File: src/rtl/ppm_pkg.sv
// ----------------------------------------------------------------------------
// ppm_pkg: shared types and constants for the position PID move core
// Item formats, configuration record, queue command and helper function.
// ----------------------------------------------------------------------------
package ppm_pkg;

  // request codes
  localparam logic REQ_START = 1'b0;
  localparam logic REQ_TICK  = 1'b1;

  // configuration register indexes
  typedef enum logic [2:0] {
    CFG_GAIN_P         = 3'd0,
    CFG_GAIN_I         = 3'd1,
    CFG_GAIN_D         = 3'd2,
    CFG_INTEGRAL_LIMIT = 3'd3,
    CFG_SETTLE_ERROR   = 3'd4,
    CFG_SETTLE_SPEED   = 3'd5
  } ppm_cfg_idx_t;

  localparam int CFG_IDX_W  = 3;
  localparam int CFG_DATA_W = 24;

  // distance in 1/256 inch to Q12 turns: round(dist * 200 / 157)
  localparam int          DIST_SCALE = 200;
  localparam int          DIST_HALF  = 78;            // floor(157 / 2)
  localparam logic [31:0] DIST_RECIP = 32'd3501629388; // ceil(2^39 / 157)
  localparam int          DIST_SHIFT = 39;
  localparam int          DIST_Q_W   = 24;

  // drive scaling and saturation
  localparam int DRIVE_SHIFT  = 12;
  localparam int DRIVE_MAX_MV = 12000;

  // front-to-back queue
  localparam int QDEPTH = 4;
  localparam int QAW    = $clog2(QDEPTH);

  typedef struct packed {
    logic              req_type;
    logic signed [23:0] move_distance;
    logic signed [31:0] wheel_position;
    logic signed [7:0]  wheel_speed;
  } ppm_in_t;

  typedef struct packed {
    logic signed [14:0] drive_mv;
    logic               move_done;
  } ppm_out_t;

  typedef struct packed {
    logic [15:0] gain_p;
    logic [15:0] gain_i;
    logic [15:0] gain_d;
    logic [23:0] integral_limit;
    logic [15:0] settle_error;
    logic [6:0]  settle_speed;
  } ppm_cfg_t;

  // classified item handed from front to back
  typedef struct packed {
    logic               is_start;
    logic               speed_ok;
    logic signed [31:0] wheel_position;
    logic signed [31:0] target;
    logic signed [31:0] start_err;
  } ppm_cmd_t;

  function automatic logic signed [31:0] sat32(input logic signed [32:0] v);
    logic signed [31:0] r;
    if (v[32] != v[31]) begin
      r = v[32] ? 32'sh8000_0000 : 32'sh7FFF_FFFF;
    end else begin
      r = $signed(v[31:0]);
    end
    return r;
  endfunction

endpackage

File: src/rtl/ppm_queue.sv
// ----------------------------------------------------------------------------
// ppm_queue: command queue between front and back
// Small FIFO; full and empty come from a registered count.
// ----------------------------------------------------------------------------
module ppm_queue (
  input  logic              clk,
  input  logic              rst_n,
  input  logic              push,
  input  ppm_pkg::ppm_cmd_t push_data,
  output logic              can_push,
  input  logic              pop,
  output ppm_pkg::ppm_cmd_t pop_data,
  output logic              not_empty
);

  ppm_pkg::ppm_cmd_t         mem_r [ppm_pkg::QDEPTH];
  logic [ppm_pkg::QAW-1:0]   wr_ptr_r, rd_ptr_r;
  logic [ppm_pkg::QAW:0]     count_r, count_nxt;

  assign can_push  = (count_r != (ppm_pkg::QAW+1)'(ppm_pkg::QDEPTH));
  assign not_empty = (count_r != '0);
  assign pop_data  = mem_r[rd_ptr_r];

  always_comb begin
    case ({push, pop})
      2'b10:   count_nxt = count_r + 1'b1;
      2'b01:   count_nxt = count_r - 1'b1;
      default: count_nxt = count_r;
    endcase
  end

  always_ff @(posedge clk) begin
    if (!rst_n) begin
      wr_ptr_r <= '0;
      rd_ptr_r <= '0;
      count_r  <= '0;
    end else begin
      if (push) wr_ptr_r <= wr_ptr_r + 1'b1;
      if (pop)  rd_ptr_r <= rd_ptr_r + 1'b1;
      count_r <= count_nxt;
    end
  end

  always_ff @(posedge clk) begin
    if (push) begin
      mem_r[wr_ptr_r] <= push_data;
    end
  end

endmodule

File: config.mk
export PLATFORM = sky130hd
export DESIGN_NAME = ppm_queue
export DESIGN_NICKNAME = d
export VERILOG_FILES = /design/src/rtl/ppm_pkg.sv /design/src/rtl/ppm_queue.sv
export SDC_FILE = /design/constraint.sdc
export NUM_CORES = 1
export LEC_CHECK = 0
export ABC_AREA = 1
export BUFFER_PORTS_ARGS = -buffer_cell sky130_fd_sc_hd__buf_2
export CAP_MARGIN = 20
export CORE_ASPECT_RATIO = 0.6
export CORE_MARGIN = 2
export CORE_UTILIZATION = 57
export CTS_BUF_LIST = sky130_fd_sc_hd__clkbuf_16
export DETAILED_ROUTE_END_ITERATION = 8
export GPL_ROUTABILITY_DRIVEN = 0
export PLACE_DENSITY = 0.79
export SYNTH_ARGS = -nofsm -noshare
export SYNTH_HDL_FRONTEND = slang
export SYNTH_SLANG_ARGS = --single-unit
File: constraint.sdc
create_clock -name clk -period 4 [get_ports clk]
set_input_delay 0.4 -clock clk [delete_from_list [all_inputs] [get_ports clk]]
set_output_delay 0.4 -clock clk [all_outputs]
set_load 0.03 [all_outputs]
==> run summary, run 1 <==
Detail Placement HPWL - 17.3 mm
maxcap violations - 0
worst-skew pair later-pin latency - 0.52 ns
Final Hold Viols - 0
Layout fillers - 1704
via count - 8921
CP Max Fanout - 109
slowest stage delay, CP - 0.58 ns
post-synthesis cell count - 1005
register area share after synthesis - 79.9%
vias per std cell - 5.67
H-tree depth - 2
delay-heaviest family, CP - buffers and inverters
Final #Nets - 1300
leakage - 6.06 nW
crit end category - output pin
max_slew headroom - 40.8%
clk buf depth - 3
Post-CTS Resized - 0
DRT Wirelength - 30.6 mm
Worst Hold Class - in2reg
DRT iter0 DRCs - 1013
part of the cycle the worst path needs - 70.9%
PnR Total Power - 9.28 mW
DRT antenna net count - 0
pwr/cell area - 535 nW/um^2
pre-CTS setup slack - 1.75 ns
minimum clock period - 2.83 ns
Area Overhead vs Synth - 16.1%
Final TNS setup - 0 ns
I/O pin cnt - 202
# port buffers - 201
Max Slew Vio Count - 0
initial antenna violation count - 5
Clock Sinks - 401
first-pass GRT wire length - 46.1 mm
number of synthesized register bits - 401
VDD IR max - 0.372 mV
Final Setup Violations - 0
Synth warnings - 0
Reg clk slew, reported paths - 0.06 ns
initial core utilization - 58.6%
data required time at the worst endpoint - 3.60 ns
most common cell after layout, fill and taps aside - edfxtp_1
slowest library cell on the worst path - inv_6
RSZ-0062 raised after global routing - false
Post-CTS Setup Inserts - 0
per-cell routed wire length - 19.5 um
Crit Path Category - reg2out
CP bufs+invs - 3
Critical Path Start Type - flip-flop
setup ws final - 1.17 ns
placed cells - 1506
Arr. time, crit path - 2.43 ns
share of cells above drive strength 1 - 22.0%
synthesized cell area - 15000 sq um
DIE AREA - 27600 sq um
number of global-route vias before repair - 8465
fin cells - 1573
grt total ovfl - 0
status - completed
Die Wd - 213 um
Die H - 129 um
commonest non-fill, non-tap cells in the layout - edfxtp_1 (392), buf_2 (201), nor2_1 (199), o21ai_0 (155), o22ai_1 (98)
TritonRoute pass-1 iters - 5
hold-fix buffers at CTS - 0
CTS Buf Count - 36
core box area - 25500 sq um
Rows - 45
pin count of the biggest net entering global routing - 197
root buf cell - clkbuf_16
number of distinct library cells after synthesis - 21
Least-Margin Pin Slew - 0.888 ns
DRC - 0
total track usage - 22.1%
CP Cell Sequence - inv_6, buf_4, nor2_1, o22ai_1, buf_2
CTS tree - done
Clock Skews - 0.00571 ns
Fmax achieved - 353 MHz
Syn Area/Cell - 14.9 sq um
syn nets - 1113
## routing by layer
metal  vias up  share of wire [%]  track usage [%]
met4         6                1.2             5.43
met2       330                 45             33.7
li1       4179                  -                -
met5         -               0.10                0
met1      4376                 45             31.9
met3        30                9.0             6.62
## flip-flops by register name, summed over array words and instances (netlist names), named ones only
name      cells
count_r       3
rd_ptr_r      2
wr_ptr_r      2
mem_r       392
## cells by family after synthesis
group	count (synthesis)	synth area share, %
AOI/OAI and AO/OA	305	11.0
adders and majority gates	6	0.552
buffers and inverters	81	3.13
DFF	401	79.9
and+or+nand+nor	212	5.36
## cells in the mapped netlist (all sizes together)
| library cell | count | area [sq um] |
|---|---|---|
| nor2 | 199 | 747 |
| ha | 5 | 62.6 |
| a21oi | 5 | 25.0 |
| dfxtp | 9 | 180 |
| buf | 28 | 262 |
| o21ai | 202 | 1010 |
| inv | 17 | 68.8 |
| nand2 | 9 | 33.8 |
| edfxtp | 392 | 11800 |
| nand4 | 1 | 6.26 |
| o22ai | 98 | 613 |
| clkbuf | 36 | 138 |
| fa | 1 | 20.0 |
| nand3 | 3 | 15.0 |
## stage by stage
step / cell area (sq um) / hold slack, ns / util, %
finish: 17400 / 0.0877 / 68.0
global route: 17300 / 0.0804 / 68.0
CTS: 17300 / 0.0615 / 68.0
detailed placement: 16200 / 0.424 / 63.4
global placement: 16200 / 0.430 / 63.4
floorplan: 15000 / 0.412 / -
## final cells by class
cell class              instances  area, sq um  share of cell area, %
diodes                          4         10.0                 0.0577
clock buffers                  37          926                   5.34
clock inverters                26          238                   1.37
inverters                      17         78.8                  0.454
multi-input cells             523         2530                   14.6
flip-flops and latches        401        12000                   68.9
well taps                     352          440                   2.54
repair buffers                213         1170                   6.75
## power breakdown
part	switching [mW]	total [mW]	internal, mW
clock	1.41	3.40	1.99
sequential	0.0397	4.84	4.80
combinational	0.771	1.04	0.266
total	2.22	9.28	7.06
## worst register-to-register path, stage by stage, from the launching register on
cell and delay (ns):
dfxtp_1 0.33, inv_1 0.12, ha_1 0.16, nand2_1 0.08, inv_4 0.57, buf_12 0.36
## final timing paths
path	start	end	slack [ns]	cells after the start
worst min-delay path	push_data[60]	mem_r[3][60]	0.09	1
worst max-delay path	flip-flop	pop_data[62]	1.17	5
worst min register to register	rd_ptr_r[1]	flip-flop	0.45	1
worst max register to register	wr_ptr_r[0]	mem_r[0][43]	2.02	5
No activity file was read; power rests on OpenSTA's default activity.
==> run 2, diff against run 1 <==
--- a/config.mk
+++ b/config.mk
@@ -5,16 +5,16 @@
 export SDC_FILE = /design/constraint.sdc
 export NUM_CORES = 1
 export LEC_CHECK = 0
-export ABC_AREA = 1
+export ABC_AREA = 0
 export BUFFER_PORTS_ARGS = -buffer_cell sky130_fd_sc_hd__buf_2
 export CAP_MARGIN = 20
 export CORE_ASPECT_RATIO = 0.6
 export CORE_MARGIN = 2
-export CORE_UTILIZATION = 57
+export CORE_UTILIZATION = 51
 export CTS_BUF_LIST = sky130_fd_sc_hd__clkbuf_16
 export DETAILED_ROUTE_END_ITERATION = 8
 export GPL_ROUTABILITY_DRIVEN = 0
-export PLACE_DENSITY = 0.79
+export PLACE_DENSITY = 0.75
 export SYNTH_ARGS = -nofsm -noshare
 export SYNTH_HDL_FRONTEND = slang
 export SYNTH_SLANG_ARGS = --single-unit
==> constraint.sdc (replaced) <==
create_clock -name clk -period 2.4 [get_ports clk]
set_input_delay 0.24 -clock clk [delete_from_list [all_inputs] [get_ports clk]]
set_output_delay 0.24 -clock clk [all_outputs]
set_load 0.03 [all_outputs]
==> run summary, run 2 <==
DRT antenna net count - 0 (unchanged)
Post-synth ARST share - 0% (unchanged)
max_slew headroom - 61.4% (+21 points)
number of distinct library cells after synthesis - 20 (-4.8%)
Reg clk slew, reported paths - 0.06 ns (about the same)
most common cell after layout, fill and taps aside - edfxtp_1
leakage - 6.31 nW (+4.1%)
clock power share - 34.9% (-1.8 points)
Psw - 3.67 mW (+66%)
Yosys top cell area share - 80.8% (+2.1 points)
Final TNS setup - 0 ns (unchanged)
number of global-route vias before repair - 7511 (-11%)
most flop-heavy register - mem_r
Die Wd - 222 um (+4.3%)
data required time at the worst endpoint - 2.16 ns (-1.44 ns)
Worst Hold End - rd_ptr_r[0]
via count - 6988 (-22%)
minimum clock period - 2.28 ns
M1 wire length - 12.1 mm (-12%)
Final Util - 66.1% (-2.0 points)
fraction of power spent switching nets - 23.5% (-0.45 points)
status - completed
I/O pin cnt - 202 (unchanged)
Routed met2 length - 13.9 mm (+1.3%)
Max Slew Vio Count - 0 (unchanged)
pwr/cell area - 851 nW/um^2 (+59%)
Regs by FF count - mem_r x392, count_r x3
clk buf depth - 3 (unchanged)
Int Power - 12.0 mW (+70%)
routed length on met3 - 1.83 mm (-34%)
Detail Placement HPWL - 17.5 mm (+1.1%)
Clock Sinks - 401 (unchanged)
Syn Area/Cell - 26.1 sq um (+75%)
H-tree depth - 2 (unchanged)
startpoint of the worst hold path - pop
DRT iter0 DRCs - 587 (-42%)
Critical Path Start Type - flip-flop
maxcap violations - 0 (unchanged)
ys flop type - edfxtp_1
Comb pwr share - 13.2% (+2.0 points)
Worst Hold Class - in2reg
per-cell routed wire length - 21.9 um (+13%)
post-synthesis cell count - 558 (-44%)
part of the cycle the worst path needs - 95.2%
share of cells above drive strength 1 - 40.6% (+19 points)
register area share after synthesis - 82.0% (+2.1 points)
Die H - 135 um (+4.2%)
Final #Nets - 1008 (-22%)
top post-synthesis cells by count - edfxtp_1 (392), mux4_2 (98), buf_2 (11), and2_1 (10), dfxtp_1 (9)
top layer in use - met4
Least-Margin Pin Slew - 0.578 ns (-0.310 ns)
grt total ovfl - 0 (unchanged)
first-pass GRT wire length - 43.2 mm (-6.3%)
crit end category - output pin
DRC - 0 (unchanged)
RSZ-0062 raised after global routing - false
Layout fillers - 1772 (+4.0%)
reg2reg setup slack - 0.67 ns (-1.35 ns)
FF-to-FF End - mem_r[0][7]
Arr. time, crit path - 2.04 ns (-0.39 ns)
Final Setup Violations - 0 (unchanged)
DRT Wirelength - 28.4 mm (-7.3%)
Crit Path Category - reg2out
syn nets - 666 (-40%)
# port buffers - 201 (unchanged)
CTS Buf Count - 36 (unchanged)
Critical R2R Launch - wr_ptr_r[0]
top post-synthesis cells by area - edfxtp_1 (81%), mux4_2 (15%), dfxtp_1 (1.2%)
TritonRoute pass-1 iters - 4 (-1)
root buf cell - clkbuf_16
Final Hold Viols - 0 (unchanged)
number of flops mapped to enable cells by yosys - 392 (unchanged)
Synth warnings - 0 (unchanged)
Rows - 47 (+4.4%)
VDD IR max - 0.686 mV (+84%)
synthesized cell area - 14600 sq um (-2.6%)
commonest non-fill, non-tap cells in the layout - edfxtp_1 (392), buf_2 (201), dlygate4sd3_1 (99), mux4_2 (98), clkbuf_16 (37)
Fmax achieved - 438 MHz
pin count of the biggest net entering global routing - 52 (-74%)
total track usage - 19.2% (-2.9 points)
most numerous cell in the Yosys netlist - edfxtp_1
Clock Skews - 0.0213 ns (+0.0156 ns)
initial core utilization - 52.4% (-6.3 points)
CP Max Fanout - 26 (-76%)
DIE AREA - 30000 sq um (+8.7%)
number of synthesized register bits - 401 (unchanged)
CTS tree - done
core box area - 27800 sq um (+9.1%)
hold path depth - 3 (+2)
vias per std cell - 5.40 (-4.8%)
worst-skew pair later-pin latency - 0.52 ns (about the same)
Flop pwr share - 51.9% (-0.3 points)
post-synth top area cell - edfxtp_1
Largest register FFs - 392 (unchanged)
initial antenna violation count - 2 (-3)
Area Overhead vs Synth - 26.2%
Reg2Reg Depth - 4 (-1)
==> run 2: changes by cell type in the layout (fill, tap and decap cells not counted), moves of 6 or more <==
cell           before  now
nor2_1            199    0
o21ai_0           155    2
dlygate4sd3_1       0   99
mux4_2              0   98
o22ai_1            98    0
o21ai_1            47    0
buf_4               6   13
nand2_1             9    2
and2_1              0    6
==> run 2: cell type report <==
type | instances | area, sq um | share of cell area, %
diodes | 2 | 5.00 | 0.0272
clock buffers | 37 | 926 | 5.04
well taps | 367 | 459 | 2.50
repair buffers | 326 | 2350 | 12.8
clock inverters | 26 | 193 | 1.05
inverters | 6 | 22.5 | 0.123
multi-input cells | 129 | 2460 | 13.4
flip-flops and latches | 401 | 12000 | 65.1
==> run 2: what timing repair did <==
item                                   4_1_cts  5_1_grt
endpoints found under the hold margin      397        0
hold buffers                                99        0
setup endpoints to repair                    4        0
setup buffers                                4        0
resized for setup                            2        0
==> run 2: worst max path at each step <==
stage                            from      endpoint  slack, ns  cells after the start
after floorplan           wr_ptr_r[0]   mem_r[2][0]       0.21                      3
after global placement      flip-flop  pop_data[17]       0.59                      3
after detailed placement    flip-flop  pop_data[17]       0.57                      3
after CTS                   flip-flop  pop_data[17]       0.07                      3
after global routing        flip-flop  pop_data[17]       0.02                      3
final                       flip-flop  pop_data[17]       0.12                      3
==> run 2: metal layers <==
metal | track usage (%) | up-vias
met1 | 26.0 | 3647
met2 | 31.7 | 220
met3 | 4.74 | 41
li1 | - | 3080
met4 | 5.59 | 0
met5 | 0 | -
==> run 2: kinds of logic (layout without fill, tap and decap cells) <==
kind of cell | count (synthesis) | in the layout | synth area share [%]
AND/OR/NAND/NOR | 16 | 16 | 0.644
AO/OA/AOI/OAI | 3 | 3 | 0.120
adder cells (fa/ha/maj) | 6 | 6 | 0.567
buffers and inverters | 28 | 395 | 1.10
multiplexers | 99 | 99 | 15.2
other | 0 | 2 | 0
XOR/XNOR | 5 | 5 | 0.301
flip-flops | 401 | 401 | 82.0
==> run 2: critical path, stage by stage (launching register included) <==
cell and delay [ns]:
dfxtp_4 0.46, buf_16 0.24, mux4_2 0.57, buf_2 0.20
==> run 2: power by group through the flow <==
stage	clock (mW)	combinational [mW]	sequential, mW
after detailed placement	0	1.93	8.28
after CTS	5.58	2.09	8.13
after floorplan	0	1.29	8.25
after global placement	0	1.88	8.25
final	5.46	2.06	8.13
after global routing	5.86	2.18	8.15
==> run 2: per-stage QoR <==
step	cell area, sq um	total power [mW]	cells	hold slack, ns	setup slack (ns)
2_1_floorplan	14600	9.54	558	0.339	0.208
3_3_place_gp	16200	10.1	1126	0.449	0.594
3_5_place_dp	16200	10.2	1126	0.457	0.570
4_1_cts	18400	15.8	1292	0.0660	0.0741
5_1_grt	18400	16.2	1294	0.0870	0.0228
6_report	18400	15.6	1294	0.0964	0.116
